## src/hw/rtl/vtp_pkg.sv

```systemverilog
// ---------------------------------------------------------------------------
// vtp_pkg
// Shared types, constants and helpers for the velocity to position core.
// ---------------------------------------------------------------------------
package vtp_pkg;

    localparam int DATA_W    = 32;            // Q16.16 word
    localparam int CFG_W     = 31;            // unsigned configuration fields
    localparam int FRAC_W    = 16;            // fraction bits of Q16.16
    localparam int WIDE_W    = 49;            // sum of a word and a shifted product
    localparam int PROD_W    = 64;            // product register
    localparam int DIV_CNT_W = $clog2(FRAC_W);
    localparam int RATE_W    = FRAC_W + 1;    // rate in [0, 1.0]
    localparam int ADDR_W    = 5;
    localparam int IDX_W     = 3;

    localparam logic [CFG_W-1:0]  VEL_LIMIT_RST      = 31'd65536;
    localparam logic [DATA_W-1:0] UPPER_LIMIT_RST    = 32'h7FFF_FFFF;
    localparam logic [DATA_W-1:0] LOWER_LIMIT_RST    = 32'h8000_0000;
    localparam logic [CFG_W-1:0]  STEP_TIME_RST      = 31'd3277;
    localparam logic [CFG_W-1:0]  UPDATE_DELAY_RST   = 31'd32768;
    localparam logic [CFG_W-1:0]  PUBLISH_PERIOD_RST = 31'd2185;

    localparam logic [RATE_W-1:0] RATE_ONE = RATE_W'(1) << FRAC_W;

    typedef enum logic [IDX_W-1:0] {
        REG_VEL_LIMIT      = 3'd0,
        REG_UPPER_LIMIT    = 3'd1,
        REG_LOWER_LIMIT    = 3'd2,
        REG_STEP_TIME      = 3'd3,
        REG_UPDATE_DELAY   = 3'd4,
        REG_PUBLISH_PERIOD = 3'd5
    } reg_idx_t;

    typedef struct packed {
        logic [CFG_W-1:0]         vel_limit;
        logic signed [DATA_W-1:0] upper_limit;
        logic signed [DATA_W-1:0] lower_limit;
        logic [CFG_W-1:0]         step_time;
        logic [CFG_W-1:0]         update_delay;
        logic [CFG_W-1:0]         publish_period;
    } cfg_t;

    typedef enum logic [3:0] {
        OP_NONE,
        OP_LOAD,
        OP_PREP,
        OP_FLAGS,
        OP_DIV,
        OP_ADV_MUL,
        OP_ADV_ADD,
        OP_STEP_MUL,
        OP_STEP_ADD,
        OP_CLAMP,
        OP_COMMIT
    } dp_op_t;

    typedef struct packed {
        dp_op_t op;
        logic   out_load;
        logic   out_gated;
    } dp_cmd_t;

    typedef struct packed {
        logic gated;
        logic resync;
        logic full_rate;
    } dp_status_t;

    // saturate a wide signed value to the signed 32-bit range
    function automatic logic signed [DATA_W-1:0] sat_to_32(input logic signed [WIDE_W-1:0] x);
        logic signed [DATA_W-1:0] r;
        if (&x[WIDE_W-1:DATA_W-1] || ~|x[WIDE_W-1:DATA_W-1])
        begin
            r = x[DATA_W-1:0];
        end
        else if (x[WIDE_W-1])
        begin
            r = {1'b1, {(DATA_W-1){1'b0}}};
        end
        else
        begin
            r = {1'b0, {(DATA_W-1){1'b1}}};
        end
        return r;
    endfunction

endpackage

```

## src/hw/rtl/vtp_config.sv

```systemverilog
// ---------------------------------------------------------------------------
// vtp_config
// Register bank behind the APB-style port: write decode, masking, readback.
// ---------------------------------------------------------------------------
module vtp_config (
    input  logic                     clk,
    input  logic                     rst_n,
    input  logic                     psel,
    input  logic                     penable,
    input  logic                     pwrite,
    input  logic [vtp_pkg::ADDR_W-1:0] paddr,
    input  logic [31:0]              pwdata,
    output logic [31:0]              prdata,
    output logic                     pready,
    output vtp_pkg::cfg_t            cfg
);
    import vtp_pkg::*;

    cfg_t       cfg_reg;
    logic       wr_en;
    logic [IDX_W-1:0] idx;

    assign pready = 1'b1;
    assign wr_en  = psel & penable & pwrite;
    assign idx    = paddr[ADDR_W-1:2];
    assign cfg    = cfg_reg;

    always_ff @(posedge clk or negedge rst_n)
    begin
        if (!rst_n)
        begin
            cfg_reg.vel_limit      <= VEL_LIMIT_RST;
            cfg_reg.upper_limit    <= UPPER_LIMIT_RST;
            cfg_reg.lower_limit    <= LOWER_LIMIT_RST;
            cfg_reg.step_time      <= STEP_TIME_RST;
            cfg_reg.update_delay   <= UPDATE_DELAY_RST;
            cfg_reg.publish_period <= PUBLISH_PERIOD_RST;
        end
        else if (wr_en)
        begin
            case (idx)
                REG_VEL_LIMIT:      cfg_reg.vel_limit      <= pwdata[CFG_W-1:0];
                REG_UPPER_LIMIT:    cfg_reg.upper_limit    <= pwdata;
                REG_LOWER_LIMIT:    cfg_reg.lower_limit    <= pwdata;
                REG_STEP_TIME:      cfg_reg.step_time      <= pwdata[CFG_W-1:0];
                REG_UPDATE_DELAY:   cfg_reg.update_delay   <= pwdata[CFG_W-1:0];
                REG_PUBLISH_PERIOD: cfg_reg.publish_period <= pwdata[CFG_W-1:0];
                default:            ;
            endcase
        end
    end

    always_comb
    begin
        case (idx)
            REG_VEL_LIMIT:      prdata = {1'b0, cfg_reg.vel_limit};
            REG_UPPER_LIMIT:    prdata = cfg_reg.upper_limit;
            REG_LOWER_LIMIT:    prdata = cfg_reg.lower_limit;
            REG_STEP_TIME:      prdata = {1'b0, cfg_reg.step_time};
            REG_UPDATE_DELAY:   prdata = {1'b0, cfg_reg.update_delay};
            REG_PUBLISH_PERIOD: prdata = {1'b0, cfg_reg.publish_period};
            default:            prdata = '0;
        endcase
    end

endmodule

```

## config.mk

```make
export PLATFORM = sky130hd
export DESIGN_NAME = vtp_config
export DESIGN_NICKNAME = d
export VERILOG_FILES = /design/src/hw/rtl/vtp_pkg.sv /design/src/hw/rtl/vtp_config.sv
export SDC_FILE = /design/constraint.sdc
export NUM_CORES = 1
export LEC_CHECK = 0
export BUFFER_PORTS_ARGS = -buffer_cell sky130_fd_sc_hd__buf_2
export CAP_MARGIN = 20
export CORE_MARGIN = 2
export CORE_UTILIZATION = 45
export DETAILED_ROUTE_END_ITERATION = 8
export GPL_TIMING_DRIVEN = 0
export PLACE_DENSITY = 0.74
export SETUP_SLACK_MARGIN = 0.15
export SLEW_MARGIN = 20
export SYNTH_ARGS = -nofsm -noshare
export SYNTH_HDL_FRONTEND = slang
export SYNTH_SLANG_ARGS = --single-unit
```

## constraint.sdc

```tcl
create_clock -name clk -period 1.2 [get_ports clk]
set_input_delay 0.12 -clock clk [delete_from_list [all_inputs] [get_ports clk]]
set_output_delay 0.12 -clock clk [all_outputs]
set_load 0.01 [all_outputs]
```

==> results.md <==
- The post-detailed-route count of antenna-violating nets is 0.
- After detailed routing, the average wire length per cell comes to about 24 µm.
- The top layer reached by signal wires is met4.
- Buffers inserted to repair hold after CTS numbered 17.
- The H-tree depth reported by CTS is 4.
- The origin of the critical flop-to-flop path is cfg[113].
- The worst hold-check path type is input pin to asynchronous set/reset pin.
- The count of nets after finishing is around 1,100.
- The wire length on met1 is roughly 13,000 µm.
- The number of buffers added by the clock tree synthesis step is 17.
- The final hold violation count is between 70 and 80.
- The number of global-route vias before repair is 7,257.
- Each instance of the synthesized netlist takes up on average 14.15 µm².
- For flop-to-flop paths, the worst setup slack is roughly 0.07 ns.
- In the layout the commonest cells are 225 x buf_6, 158 x mux2_4, 143 x dfrtp_1.
- TritonCTS built the clock tree.
- The die covers 0.02066 mm².
- Wire segments on met2 add up to 16,140 µm in the final route.
- The core region is approximately 0.019 mm².
- Summing all placed instances gives a cell area of 0.01115 mm².
- The design draws approximately 23 mW.
- The data required time at the worst endpoint is roughly 1.1 ns.
- The worst setup path is launched from a flip-flop.
- After the first detailed-routing iteration, the DRC count stood at 369.
- The arrival time reported for the critical path endpoint is 1.63 ns.
- The initial antenna violation count is 0.
- The area growth from synthesis to layout is 64.56%.
- The timing startpoint of the critical path is cfg[147].
- The worst hold slack after final layout is -0.3296 ns.
- Pin placement for this block handled around 260 I/O pins.
- Wires add up to 32,040 µm.
- The last element of the critical path is prdata[22].
- The end-of-flow core utilization is 0.7477.
- The detailed-route via count is approximately 7,200.
- In this run the worst path has a maximum fanout of 2.
- After clock tree synthesis, the clock-pin slew on the worst setup and hold paths is around 0.070 ns.
- The shortest period the worst path allows is roughly 1.7 ns.
- The placer's final routability congestion estimate is around 0.80.
- CTS saw 188 sinks.
- The fraction of layout instances using a drive strength above 1 is 0.7451.
- Among all stages on the critical path, the largest delay is contributed by dfstp_2.
- Sorting the synthesized cells by area gives the leading types as dfrtp_1 41%, mux2_2 27%, dfstp_2 13%.
- Clock skew on the completed layout was measured at 0 ns.
- The count of input and output buffers is between 200 and 300.
- The netlist area before placement is ~0.0088 mm².
- The flow ran to the end, but the final reports show violations.
- The flip-flop count of the largest register after layout is approximately 190.
- During synthesis, Yosys emitted a total of 0 warnings.
- The most common cell after layout, fill and taps aside is buf_6.
- The cell depth of the worst flop-to-flop path is 4.
- The fmax is approximately 0.57 GHz.
- The instance count on the critical path is 4.
- The count of cell types in the netlist is 32.
- After technology mapping, the gate count stands at approximately 620.
- The share of the yosys chip area belonging to registers is 0.5419.
- Clock tree synthesis selected as its root buffer the cell clkbuf_16.
- The total inserted antenna cells is 0.
- The area share of the largest cell type after synthesis is 0.4073.
- Broken down by cell family, the worst path's largest delay share belongs to flip-flops.
- Synthesis inferred 188 register bits.
- Using the TritonRoute via totals, the vias-per-cell ratio works out to between 5 and 6.
- For this run, design rule violations remaining after detail routing come to 0.
- dfrtp_1 takes more of the synthesized area than any other cell.
- The kind of end point of the critical path is a primary output.
- The overall global routing resource usage is 0.2911.
- The initial core utilization is 0.4543.
- The clock latency on the worst-skew pair is roughly 0.42 ns.
- The peak supply drop is a little over 1 mV.
- Setup total negative slack on the finished layout was measured at -19.46 ns.
- The capturing point of the worst reg2reg path is cfg[113].
- The count of standard-cell rows is 51.
- The stage delay of the slowest cell on the critical path is 0.55 ns.
- The first global-routing pass estimated ~44,000 µm of wire.
- Power spread over the standard cell area amounts to about 1600 mW/mm².
- The total overflow left after global routing is 0.
- The checks that failed: hold timing, setup timing.
- The wire length on met3 is about 2000 µm.
- The largest buffer count on any clock path is 2.
- The final max-slew violation count came to 0.
- The die is 143.7 µm tall.
- Once routing completed, OpenROAD measured the worst setup slack at -0.5489 ns.
- By startpoint and endpoint, the worst setup path is classified as flip-flop to primary output.
- Setup repair after global routing could not meet its margin everywhere.
- The sum of buffers and inverters on the critical path is 1.
- The portion of the clock cycle consumed by the worst path in the final layout is 1.457.
- Entering global routing, the biggest net connects between 90 and 100 pins.
- For the pin with the worst max-slew slack, the measured transition is between 0.7 and 0.8 ns.
- Walking the worst path, the cells encountered are mux2_2 > nand2_1 > a31oi_1 > buf_2.
- The iteration count of the initial detailed-routing pass is 5.
- The static leakage power is about 7.0 nW.
- In this run the tightest slew margin relative to its limit is 0.4974.
- The net count after synthesis is 663.
- In this run the horizontal extent of the chip is 143.7 µm.
- The tool flagged a number of max-cap violations equal to 0.
- Detailed placement ended at an HPWL of 18,680 µm.
- The finished cells cover 0.01446 mm².
- The final setup violation count is between 90 and 100.
[layout make-up]
type | instances | area, µm²
Fill cell | 1189 | 4878
Sequential cell | 188 | 4761
Multi-Input combinational cell | 385 | 4598
Timing Repair Buffer | 410 | 3679
Buffer | 47 | 515.5
Clock buffer | 20 | 456.7
Tap cell | 265 | 331.6
Clock inverter | 12 | 111.4
Inverter | 1 | 3.754
[how the worst min path moves through the flow]
stage                from       end  cells after the start
2_1_floorplan       rst_n  cfg[100]                      0
3_3_place_gp   pwdata[31]  cfg[124]                      2
3_5_place_dp        rst_n  cfg[165]                      1
4_1_cts             rst_n  cfg[170]                      1
5_1_grt             rst_n  cfg[101]                      1
6_report            rst_n  cfg[106]                      1
[cell usage after synthesis]
library cell  instances
a21oi_1              11
a221o_1               2
a221oi_1             14
a31oi_1              14
and3b_1              11
buf_2                12
buf_4                17
buf_6                10
clkbuf_1              8
conb_1                1
dfrtp_1             143
dfstp_2              45
inv_1                 1
mux2_1               12
mux2_2              214
mux2i_1              27
mux4_2                1
nand2_1              39
nand2b_1              2
nand3_1               2
nand3b_1              2
nand4_2               1
nand4b_4              1
nor2_1                3
nor2_2                1
nor2_4                3
nor2b_1               1
nor3_2                1
nor3_4                1
o21ai_0               3
o221ai_1             14
or3_1                 4
[routing by layer]
| layer | global-route usage | up-vias |
|---|---|---|
| met2 | 0.4867 | 279 |
| met4 | 0.08050 | 0 |
| met5 | 0 | - |
| li1 | - | 3152 |
| met3 | 0.05998 | 41 |
| met1 | 0.3857 | 3740 |
[kinds of logic after synthesis]
| logic type | share of synthesized area |
|---|---|
| compound gates | 0.04814 |
| buf+inv | 0.03803 |
| flops | 0.5419 |
| mux | 0.3230 |
| other cells | 0.0004269 |
| simple gates | 0.04843 |
[through the flow]
stage,hold WS [ns],std cells,setup slack [ns]
floorplan,-0.1756,621,-0.02403
global placement,0.3710,1144,-3.053
detailed placement,0.1946,1145,-0.7469
CTS,-0.2617,1264,-0.5217
global route,-0.2595,1328,-0.5910
finish,-0.3296,1328,-0.5489
[what timing repair did]
item | in CTS | in global routing
setup endpoints to repair | 264 | 311
pin swaps | 20 | 19
buffers inserted | 69 | 61
endpoints found under the hold margin | 131 | 73
cloned | 1 | 3
gates resized for setup | 216 | 116
[report_power, final]
part	internal, mW	total (mW)	switching [mW]
Combinational	5.37	8.59	3.23
Clock	3.00	5.57	2.58
Sequential	7.81	8.97	1.16
Power figures use the tool's default switching activity.
