### config.mk
export PLATFORM = sky130hd
export DESIGN_NAME = vtp_ctrl
export DESIGN_NICKNAME = d
export VERILOG_FILES = /design/src/hw/rtl/vtp_pkg.sv /design/src/hw/rtl/vtp_ctrl.sv
export SDC_FILE = /design/constraint.sdc
export NUM_CORES = 1
export LEC_CHECK = 0
export BUFFER_PORTS_ARGS = -buffer_cell sky130_fd_sc_hd__buf_2
export CORE_MARGIN = 8
export CORE_UTILIZATION = 45
export CTS_CLUSTER_SIZE = 16
export DETAILED_ROUTE_END_ITERATION = 8
export PLACE_DENSITY = 0.8
export SLEW_MARGIN = 20
export SYNTH_ARGS = -nofsm -noshare
export SYNTH_HDL_FRONTEND = slang
export SYNTH_SLANG_ARGS = --single-unit
### constraint.sdc
create_clock -name clk -period 1.5 [get_ports clk]
set_input_delay 0 -clock clk [delete_from_list [all_inputs] [get_ports clk]]
set_output_delay 0 -clock clk [all_outputs]
set_load 0.1 [all_outputs]
### src/hw/rtl/vtp_pkg.sv
// ---------------------------------------------------------------------------
// vtp_pkg
// Shared types, constants and helpers for the velocity to position core.
// ---------------------------------------------------------------------------
package vtp_pkg;

    localparam int DATA_W    = 32;            // Q16.16 word
    localparam int CFG_W     = 31;            // unsigned configuration fields
    localparam int FRAC_W    = 16;            // fraction bits of Q16.16
    localparam int WIDE_W    = 49;            // sum of a word and a shifted product
    localparam int PROD_W    = 64;            // product register
    localparam int DIV_CNT_W = $clog2(FRAC_W);
    localparam int RATE_W    = FRAC_W + 1;    // rate in [0, 1.0]
    localparam int ADDR_W    = 5;
    localparam int IDX_W     = 3;

    localparam logic [CFG_W-1:0]  VEL_LIMIT_RST      = 31'd65536;
    localparam logic [DATA_W-1:0] UPPER_LIMIT_RST    = 32'h7FFF_FFFF;
    localparam logic [DATA_W-1:0] LOWER_LIMIT_RST    = 32'h8000_0000;
    localparam logic [CFG_W-1:0]  STEP_TIME_RST      = 31'd3277;
    localparam logic [CFG_W-1:0]  UPDATE_DELAY_RST   = 31'd32768;
    localparam logic [CFG_W-1:0]  PUBLISH_PERIOD_RST = 31'd2185;

    localparam logic [RATE_W-1:0] RATE_ONE = RATE_W'(1) << FRAC_W;

    typedef enum logic [IDX_W-1:0] {
        REG_VEL_LIMIT      = 3'd0,
        REG_UPPER_LIMIT    = 3'd1,
        REG_LOWER_LIMIT    = 3'd2,
        REG_STEP_TIME      = 3'd3,
        REG_UPDATE_DELAY   = 3'd4,
        REG_PUBLISH_PERIOD = 3'd5
    } reg_idx_t;

    typedef struct packed {
        logic [CFG_W-1:0]         vel_limit;
        logic signed [DATA_W-1:0] upper_limit;
        logic signed [DATA_W-1:0] lower_limit;
        logic [CFG_W-1:0]         step_time;
        logic [CFG_W-1:0]         update_delay;
        logic [CFG_W-1:0]         publish_period;
    } cfg_t;

    typedef enum logic [3:0] {
        OP_NONE,
        OP_LOAD,
        OP_PREP,
        OP_FLAGS,
        OP_DIV,
        OP_ADV_MUL,
        OP_ADV_ADD,
        OP_STEP_MUL,
        OP_STEP_ADD,
        OP_CLAMP,
        OP_COMMIT
    } dp_op_t;

    typedef struct packed {
        dp_op_t op;
        logic   out_load;
        logic   out_gated;
    } dp_cmd_t;

    typedef struct packed {
        logic gated;
        logic resync;
        logic full_rate;
    } dp_status_t;

    // saturate a wide signed value to the signed 32-bit range
    function automatic logic signed [DATA_W-1:0] sat_to_32(input logic signed [WIDE_W-1:0] x);
        logic signed [DATA_W-1:0] r;
        if (&x[WIDE_W-1:DATA_W-1] || ~|x[WIDE_W-1:DATA_W-1])
        begin
            r = x[DATA_W-1:0];
        end
        else if (x[WIDE_W-1])
        begin
            r = {1'b1, {(DATA_W-1){1'b0}}};
        end
        else
        begin
            r = {1'b0, {(DATA_W-1){1'b1}}};
        end
        return r;
    endfunction

endpackage

### src/hw/rtl/vtp_ctrl.sv
// ---------------------------------------------------------------------------
// vtp_ctrl
// Sequencer: steps the datapath through one request and owns both handshakes.
// ---------------------------------------------------------------------------
module vtp_ctrl (
    input  logic                clk,
    input  logic                rst_n,
    input  logic                in_valid,
    output logic                in_ready,
    output logic                out_valid,
    input  logic                out_ready,
    input  vtp_pkg::dp_status_t status,
    output vtp_pkg::dp_cmd_t    cmd
);
    import vtp_pkg::*;

    typedef enum logic [3:0] {
        S_IDLE,
        S_PREP,
        S_FLAGS,
        S_DIV,
        S_ADV_MUL,
        S_ADV_ADD,
        S_STEP_MUL,
        S_STEP_ADD,
        S_CLAMP,
        S_COMMIT,
        S_OUTPUT
    } state_t;

    state_t               state_reg;
    logic [DIV_CNT_W-1:0] div_cnt_reg;
    logic                 gated_reg;
    logic                 out_valid_reg;
    logic                 out_free;

    assign in_ready  = (state_reg == S_IDLE);
    assign out_valid = out_valid_reg;
    assign out_free  = ~out_valid_reg | out_ready;

    always_comb
    begin
        cmd.out_load  = 1'b0;
        cmd.out_gated = gated_reg;
        case (state_reg)
            S_IDLE:     cmd.op = in_valid ? OP_LOAD : OP_NONE;
            S_PREP:     cmd.op = OP_PREP;
            S_FLAGS:    cmd.op = OP_FLAGS;
            S_DIV:      cmd.op = OP_DIV;
            S_ADV_MUL:  cmd.op = OP_ADV_MUL;
            S_ADV_ADD:  cmd.op = OP_ADV_ADD;
            S_STEP_MUL: cmd.op = OP_STEP_MUL;
            S_STEP_ADD: cmd.op = OP_STEP_ADD;
            S_CLAMP:    cmd.op = OP_CLAMP;
            S_COMMIT:   cmd.op = OP_COMMIT;
            S_OUTPUT:
            begin
                cmd.op       = OP_NONE;
                cmd.out_load = out_free;
            end
            default:    cmd.op = OP_NONE;
        endcase
    end

    always_ff @(posedge clk or negedge rst_n)
    begin
        if (!rst_n)
        begin
            state_reg     <= S_IDLE;
            div_cnt_reg   <= '0;
            gated_reg     <= 1'b0;
            out_valid_reg <= 1'b0;
        end
        else
        begin
            // raise valid as a result loads, else drop it once the sink takes it
            if (state_reg == S_OUTPUT && out_free)
            begin
                out_valid_reg <= 1'b1;
            end
            else if (out_ready)
            begin
                out_valid_reg <= 1'b0;
            end
            case (state_reg)
                S_IDLE:
                begin
                    if (in_valid)
                    begin
                        gated_reg <= 1'b0;
                        state_reg <= S_PREP;
                    end
                end
                S_PREP:
                begin
                    state_reg <= S_FLAGS;
                end
                S_FLAGS:
                begin
                    div_cnt_reg <= '0;
                    if (status.gated)
                    begin
                        gated_reg <= 1'b1;
                        state_reg <= S_OUTPUT;
                    end
                    else if (status.resync)
                    begin
                        state_reg <= S_STEP_MUL;
                    end
                    else if (status.full_rate)
                    begin
                        state_reg <= S_ADV_MUL;
                    end
                    else
                    begin
                        state_reg <= S_DIV;
                    end
                end
                S_DIV:
                begin
                    div_cnt_reg <= div_cnt_reg + 1'b1;
                    if (&div_cnt_reg)
                    begin
                        state_reg <= S_ADV_MUL;
                    end
                end
                S_ADV_MUL:  state_reg <= S_ADV_ADD;
                S_ADV_ADD:  state_reg <= S_STEP_MUL;
                S_STEP_MUL: state_reg <= S_STEP_ADD;
                S_STEP_ADD: state_reg <= S_CLAMP;
                S_CLAMP:    state_reg <= S_COMMIT;
                S_COMMIT:   state_reg <= S_OUTPUT;
                S_OUTPUT:
                begin
                    if (out_free)
                    begin
                        state_reg <= S_IDLE;
                    end
                end
                default:    state_reg <= S_IDLE;
            endcase
        end
    end

endmodule

==> results of run 1 <==
## tightest hold or removal path: stages
cell       delay [ns]
buf_2            0.14
nand2_1          0.06
o2bb2ai_1        0.10
## what timing repair did
| item | CTS | global route |
|---|---|---|
| hold buffers | 1 | 0 |
| setup endpoints to repair | 5 | 11 |
| gates resized for setup | 13 | 7 |
| buffers inserted | 5 | 5 |
| pin swaps | 2 | 4 |
| hold endpoints to repair | 10 | 0 |
## how the worst max path moves through the flow
| stage | to | slack, ns | start | cells after the start |
|---|---|---|---|---|
| 3_3_place_gp | state_reg[1] | 0.08 | state_reg[2] | 4 |
| 3_5_place_dp | state_reg[1] | 0.06 | state_reg[2] | 4 |
| 4_1_cts | cmd[1] | -0.19 | state_reg[2] | 4 |
| 2_1_floorplan | cmd[3] | -0.07 | state_reg[0] | 3 |
| 6_report | cmd[1] | -0.20 | state_reg[0] | 4 |
| 5_1_grt | state_reg[2] | -0.25 | state_reg[0] | 4 |
## per-layer routing
layer,track usage,routed length (um),vias up
met5,0,0,-
met4,0.0779,95,0
met3,0.0435,174,10
met2,0.283,1260,39
met1,0.212,971,406
li1,-,-,361
## kinds of logic (layout without fill, tap and decap cells)
family                   count (synthesis)  after routing  share of synthesized area
AO/OA/AOI/OAI                           20             20                      0.207
XOR/XNOR                                 1              1                     0.0130
adder cells (fa/ha/maj)                  1              1                     0.0185
buffers and inverters                   10             42                     0.0629
flip-flops                              10             10                      0.370
AND/OR/NAND/NOR                         39             39                      0.328
## metrics by stage
step	std cells	worst slack, ns
after global routing	129	-0.252
after CTS	125	-0.192
after global placement	115	0.0847
final	129	-0.205
after detailed placement	115	0.0554
after floorplan	81	-0.0692
## layout by cell type (no fill, tap or decap), types with 2 or more instances in the layout
master     n
nor3b_1    2
buf_2      8
clkbuf_4   3
buf_12     8
nand3_1    6
dfrtp_1    9
o32ai_1    2
nand2b_1   6
nor2_1     2
o21ai_0    3
buf_4     13
nor2_4     3
a21oi_1    2
nand2_1    7
buf_6      4
## area by class of cell
| class | instances | area share |
|---|---|---|
| inverter | 3 | 0.0138 |
| tap | 16 | 0.0170 |
| timing repair buffer | 35 | 0.312 |
| sequential | 10 | 0.213 |
| multi-input combinational | 61 | 0.413 |
| clock buffer | 4 | 0.0308 |
==> metrics, run 1 <==
Post-DRT Antenna Nets=0; area occupied by multi-input gates=487 sq um; CTS tree=yes; Post-Route Skew=0.00446 ns; CP delay by family, top=simple AND/OR/NAND/NOR gates; Hold Crit Class=in -> reg; Finished Cell Area=1180 sq um; number of buffers and inverters on the critical path=2; CP arrival=1.70 ns; share of the synthesized area in the top cell type=0.370; Max-slew headroom=0.663; Post-Route WL=2500 um; Hold Path Depth=3; routed via count=816; Placed Area=980 sq um; CP max-delay cell=or4bb_1; gpl congestion=0.844; Initial Utilization=0.465; DR iter-0 viols=27; asr flop ratio synth=1.00; Slowest Stage Delay on Critical Path=0.57 ns; H-tree levels=1; fin crit share=1.14; Mapped Area=676 sq um; via-per-instance ratio=6.33; initial antenna violation count=0; Wirelength per Cell=19.3 um; CP Cell Sequence=or4bb_1 -> buf_6 -> nor2b_4 -> buf_12; GRT Total Usage=0.175; final setup fails=7; clk buf depth=2; reg2reg end=state_reg[2]; sequential area share after synthesis=0.370; share of layout cells above drive strength 1=0.478; Root Driver=clkbuf_4; Yosys warnings=0; Setup crit start kind=flop; max-slew violation count=0; Die Area=3000 sq um; Synthesized Nets=89; register area=251 sq um; Final WS setup=-0.205 ns; most common cell in the synthesized netlist=dfrtp_1; Yosys top cell by area=dfrtp_1; Cells after Synth=81; Die H=54.8 um; synth unique cells=36; Crit Path Class=reg -> out; RSZ-0062 raised after global routing=yes; ranking of synthesized cells by area=dfrtp_1 37%, nand2b_1 5.6%, nand3_1 4.4%, nand2_1 4.4%, nor2_1 3.3%; area delta synth->final=74.4%; IO Pins=15; maximum fanout along the worst path=3; die span in x=54.8 um; worst reg2reg startpoint=state_reg[0]; Final Core Density=0.811; first-pass GRT wire length=3770 um; Remaining DRCs=0; Hold Worst Slack=0.0758 ns; Clock Pin Slew Worst Setup and Hold Paths=0.07 ns; largest net degree at the start of global routing=16; Seq cells post-synth=10; worst slew pin tran=0.499 ns; fin crit period=1.70 ns; DRT Pass-1 Iters=4; Syn Area/Cell=8.34 sq um; # Max-Cap Violations=0; nets=122; worst-skew pair later-pin latency=0.27 ns; Layout fillers=79; Synth top cells by count=10 x dfrtp_1, 8 x nand2_1, 6 x nand2b_1, 6 x nand3_1, 6 x nor2_1; Core ar.=1450 sq um; Hold Crit Start=in_valid; dominant synthesized flop cell=dfrtp_1; CP required=1.50 ns; failing checks=negative setup slack; hold path endpoint=gated_reg; HPWL Detailed=1450 um; clk sink count=10; gr ovfl total=0; Port Buf Inserts=14; Worst Setup End Kind=primary output; EDFF count, synth=0; via count of the first global-routing pass=767; Max Fclk=0.587 GHz; Hold Violations, Final=0; Worst R2R Setup Slack=-0.17 ns; num rows=14; outcome=finished, violations left; Final TNS setup=-0.815 ns; n_diodes=0; CTS buffer count=3; Worst Reg2Reg Path Length in Cells=4
Power of run 1 is not shown: default switching activity piles up to over one toggle a cycle in this logic, so the estimate is an artifact.
==> inputs of run 2 (changes only) <==
--- a/config.mk
+++ b/config.mk
@@ -5,12 +5,13 @@
 export SDC_FILE = /design/constraint.sdc
 export NUM_CORES = 1
 export LEC_CHECK = 0
+export ABC_AREA = 1
 export BUFFER_PORTS_ARGS = -buffer_cell sky130_fd_sc_hd__buf_2
 export CORE_MARGIN = 8
 export CORE_UTILIZATION = 45
 export CTS_CLUSTER_SIZE = 16
 export DETAILED_ROUTE_END_ITERATION = 8
-export PLACE_DENSITY = 0.8
+export PLACE_DENSITY = 0.78
 export SLEW_MARGIN = 20
 export SYNTH_ARGS = -nofsm -noshare
 export SYNTH_HDL_FRONTEND = slang
==> constraint.sdc (replaced) <==
create_clock -name clk -period 2.1 [get_ports clk]
set_input_delay 0 -clock clk [delete_from_list [all_inputs] [get_ports clk]]
set_output_delay 0 -clock clk [all_outputs]
set_load 0.1 [all_outputs]
==> metrics, run 2 <==
outcome=finished, final reports clean; CP max-delay cell=buf_2; Setup crit start kind=flop; CP required=2.10 ns; Post-DRT Antenna Nets=0; nets=115; fin crit share=0.792; EDFF count, synth=0; # Max-Cap Violations=0; reg2reg end=div_cnt_reg[1]; Die H=53.4 um; Mapped Area=631 sq um; Final TNS setup=0 ns; via-per-instance ratio=5.18; Seq cells post-synth=10; register area=250 sq um; CP Cell Sequence=nor2_1 -> nor2_1 -> a311oi_2 -> buf_2; Post-Route WL=1520 um; share of the synthesized area in the top cell type=0.397; CTS-repair resized insts=0; RSZ-0062 raised after global routing=no; Syn Area/Cell=7.25 sq um; Cells after Synth=87; commonest non-fill, non-tap cell in the layout=nand2_1; most common cell in the synthesized netlist=nand2_1; worst slew pin tran=0.492 ns; maximum fanout along the worst path=6; H-tree levels=1; Remaining DRCs=0; worst reg2reg startpoint=state_reg[2]; n_diodes=0; Port Buf Inserts=14; GR Util met1=0.133; number of buffers and inverters on the critical path=1; GRT Total Usage=0.119; Crit Path Class=reg -> out; via count of the first global-routing pass=604; gpl congestion=0.849; worst-skew pair later-pin latency=0.26 ns; final setup fails=0; Initial Utilization=0.485; routed via count=621; met3 Use GR=0.0364; largest net degree at the start of global routing=11; Yosys top cell by area=dfrtp_1; Hold Path Depth=3; Hold Violations, Final=0; most frequent cells in the layout=24 x nand2_1, 14 x buf_2, 11 x inv_1, 10 x nor2_1, 10 x dfrtp_1; clk buf depth=2; HPWL Detailed=1190 um; Worst Setup End Kind=primary output; CTS tree=yes; clk sink count=10; Slowest Stage Delay on Critical Path=0.47 ns; die span in x=53.4 um; gr ovfl total=0; Max Fclk=0.601 GHz; Max-slew headroom=0.674; Core ar.=1300 sq um; Synth top cells by count=24 x nand2_1, 11 x inv_1, 11 x nor2_1; Layout fillers=127; area delta synth->final=21.0%; sequential area share after synthesis=0.397; Top Usage Layer GRT=met2; CP arrival=1.66 ns; Yosys warnings=0; CP most frequent cell=nor2_1; DR iter-0 viols=15; Post-Route Skew=0.00221 ns; Synthesized Nets=95; max-slew violation count=0; Root Driver=clkbuf_4; synth unique cells=22; hold path endpoint=state_reg[1]; Hold Crit Class=in -> reg; Wirelength per Cell=12.7 um; initial antenna violation count=0; fin crit period=1.66 ns; asr flop ratio synth=1.00; Hold Crit Start=status[1]; IO Pins=15; Die Area=2860 sq um; dominant synthesized flop cell=dfrtp_1; CTS buffer count=3; met2 global-route usage=0.203; share of layout cells above drive strength 1=0.267; num rows=13; first-pass GRT wire length=2530 um; Worst R2R Setup Slack=0.89 ns; CP delay by family, top=buffers and inverters; Worst Reg2Reg Path Length in Cells=3; DRT Pass-1 Iters=4; Clock Pin Slew Worst Setup and Hold Paths=0.06 ns; ranking of synthesized cells by area=dfrtp_1 40%, nand2_1 14%, inv_1 6.5%, nor2_1 6.5%, o21ai_0 5.6%; area occupied by multi-input gates=333 sq um
## run 2: cell count changes in the layout (fill, tap and decap cells not counted), moves of 2 or more
cell      before  now
nand2_1        7   24
buf_4         13    0
inv_1          1   11
buf_12         8    0
nor2_1         2   10
buf_2          8   14
nand2b_1       6    0
buf_6          4    0
o21ai_0        3    7
nand3_1        6    4
nand3_2        0    2
nand4_1        0    2
nor3b_1        2    0
o32ai_1        2    0
## run 2: worst max path at each step
| stage | start | endpoint | slack [ns] | cells past startpoint |
|---|---|---|---|---|
| final | state_reg[2] | cmd[2] | 0.44 | 4 |
| after global routing | state_reg[2] | cmd[2] | 0.32 | 4 |
| after CTS | state_reg[2] | cmd[2] | 0.41 | 4 |
| after detailed placement | state_reg[2] | cmd[2] | 0.70 | 4 |
| after global placement | state_reg[2] | cmd[4] | 0.79 | 4 |
| after floorplan | state_reg[2] | cmd[2] | 0.14 | 3 |
## run 2: final cells by class
| class | count | area share |
|---|---|---|
| clock buffer | 3 | 0.0295 |
| tap | 15 | 0.0246 |
| inverter | 13 | 0.0639 |
| multi-input combinational | 63 | 0.436 |
| sequential | 10 | 0.328 |
| timing repair buffer | 16 | 0.118 |
## run 2: what timing repair did
action / in CTS / in global routing
hold endpoints to repair: 11 / 0
endpoints found under the setup margin: 0 / 0
buffers inserted: 0 / 0
hold buffers: 2 / 0
## run 2: worst reg2reg max path, stage by stage, from the launching register on
cell and delay [ns]:
dfrtp_1 0.46, nor2_4 0.26, nand2_1 0.16, a22o_1 0.23
## run 2: cell families after synthesis
logic type                 count (synthesis)  share of synthesized area
adders and majority gates                  1                     0.0198
and+or+nand+nor                           48                      0.355
DFF                                       10                      0.397
AOI/OAI and AO/OA                         13                      0.125
buffers and inverters                     14                     0.0893
xor gates and xnor gates                   1                     0.0139
## run 2: per-layer routing
| layer | share of wire | vias to the layer above |
|---|---|---|
| met1 | 0.42 | 279 |
| li1 | - | 318 |
| met3 | 0.087 | 4 |
| met4 | 0.013 | 0 |
| met5 | 0 | - |
| met2 | 0.48 | 20 |
## run 2: per-stage QoR
stage	setup WS, ns	utilization	area [sq um]	instances	hold WS [ns]
global route	0.319	0.587	763	120	0.0169
detailed placement	0.704	0.554	721	115	-0.121
finish	0.437	0.587	763	120	0.00727
CTS	0.413	0.587	763	120	0.00546
floorplan	0.138	-	639	87	-0.296
global placement	0.790	0.554	721	115	-0.126
Power of run 2 is left out for the same reason.
==> inputs of run 3 (changes only) <==
--- a/config.mk
+++ b/config.mk
@@ -5,13 +5,13 @@
 export SDC_FILE = /design/constraint.sdc
 export NUM_CORES = 1
 export LEC_CHECK = 0
-export ABC_AREA = 1
+export ABC_AREA = 0
 export BUFFER_PORTS_ARGS = -buffer_cell sky130_fd_sc_hd__buf_2
 export CORE_MARGIN = 8
 export CORE_UTILIZATION = 45
 export CTS_CLUSTER_SIZE = 16
 export DETAILED_ROUTE_END_ITERATION = 8
-export PLACE_DENSITY = 0.78
+export PLACE_DENSITY = 0.77
 export SLEW_MARGIN = 20
 export SYNTH_ARGS = -nofsm -noshare
 export SYNTH_HDL_FRONTEND = slang
==> constraint.sdc (replaced) <==
create_clock -name clk -period 1.6 [get_ports clk]
set_input_delay 0 -clock clk [delete_from_list [all_inputs] [get_ports clk]]
set_output_delay 0 -clock clk [all_outputs]
set_load 0.1 [all_outputs]
==> metrics, run 3 (synthesis gave the netlist of run 1 again) <==
gpl congestion=0.850; met3 WL post-DR=136 um; failing checks=negative setup slack; CP required=1.60 ns; most frequent cells in the layout=8 x nand2_1, 8 x dfrtp_1, 8 x buf_2; number of buffers and inverters on the critical path=2; Max Fclk=0.584 GHz; outcome=finished, violations left; DRT Pass-1 Iters=4; H-tree levels=1; # Max-Cap Violations=0; Final WS setup=-0.112 ns; fin crit share=1.07; Hold Worst Slack=0.0750 ns; Root Driver=clkbuf_4; share of layout cells above drive strength 1=0.363; first-pass GRT wire length=3030 um; CP max-delay cell=or4bb_1; Hold Crit Class=in -> reg; Final Core Density=0.695; final setup fails=2; clk buf depth=2; largest net degree at the start of global routing=19; via-per-instance ratio=5.98; clk sink count=10; IO Pins=15; Post-DRT Antenna Nets=0; Setup crit start kind=flop; DR iter-0 viols=14; Wirelength per Cell=15.7 um; RSZ-0062 raised after global routing=yes; area delta synth->final=49.6%; Hold Violations, Final=0; uppermost layer routed=met4; n_diodes=0; max-slew violation count=0; via count of the first global-routing pass=686; maximum fanout along the worst path=3; Port Buf Inserts=14; Die Area=3000 sq um; HPWL Detailed=1330 um; GRT Total Usage=0.140; CP delay by family, top=simple AND/OR/NAND/NOR gates; routed via count=706; Clock Pin Slew Worst Setup and Hold Paths=0.07 ns; Post-Route Skew=0.0133 ns; Core ar.=1450 sq um; Slowest Stage Delay on Critical Path=0.57 ns; CP arrival=1.71 ns; CTS tree=yes; num rows=14; nets=111; fin crit period=1.71 ns; gr ovfl total=0; routed length on met2=921 um; Initial Utilization=0.465; die span in x=54.8 um; Max-slew headroom=0.676; CTS buffer count=3; Remaining DRCs=0; M1 WL=744 um; Post-Route WL=1860 um; worst slew pin tran=0.489 ns; Worst Setup End Kind=primary output; CP Cell Sequence=or4bb_1 -> buf_6 -> nor2b_4 -> buf_12; worst-skew pair later-pin latency=0.27 ns; Crit Path Class=reg -> out; Final TNS setup=-0.117 ns; initial antenna violation count=0; Die H=54.8 um
==> run 3: worst register-to-register path: stages (launching register included) <==
cell and delay [ns]:
dfrtp_1 0.41, or4bb_1 0.57, buf_4 0.16, o32ai_1 0.13, and4b_1 0.23
==> run 3: what timing repair did <==
action / 4_1_cts / 5_1_grt
setup endpoints to repair: 2 / 7
pin swaps: 1 / 2
setup buffers: 3 / 0
gates resized for setup: 2 / 5
endpoints found under the hold margin: 10 / 0
hold buffers: 1 / 0
==> run 3: stage by stage <==
step,cells,setup slack [ns],area (sq um)
global route,118,-0.146,1010
finish,118,-0.112,1010
CTS,118,-0.0655,996
floorplan,81,-0.0571,737
global placement,110,0.166,927
detailed placement,110,0.126,927
==> run 3: final timing paths <==
kind / start / end / slack [ns] / cells after the start
min: in_valid / gated_reg / 0.07 / 3
max: state_reg[2] / cmd[1] / -0.11 / 4
max in group asynchronous: rst_n / div_cnt_reg[1] / 1.28 / 2
min in group asynchronous: rst_n / div_cnt_reg[2] / 0.11 / 2
min reg2reg: gated_reg / gated_reg / 0.51 / 1
max reg2reg: state_reg[2] / state_reg[2] / -0.01 / 4
==> run 3: layer usage <==
metal | vias up | track usage
met3 | 11 | 0.0652
met4 | 0 | 0.0738
met2 | 24 | 0.217
li1 | 343 | -
met1 | 328 | 0.158
met5 | - | 0
==> run 3: cell type report <==
cell class / count / area (sq um)
Multi-Input combinational cell: 61 / 448
Fill cell: 106 / 443
Sequential cell: 10 / 253
Timing Repair Buffer: 24 / 249
Clock buffer: 4 / 26.3
Tap cell: 16 / 20.0
Inverter: 3 / 15.0
Power of run 3 is left out for the same reason.
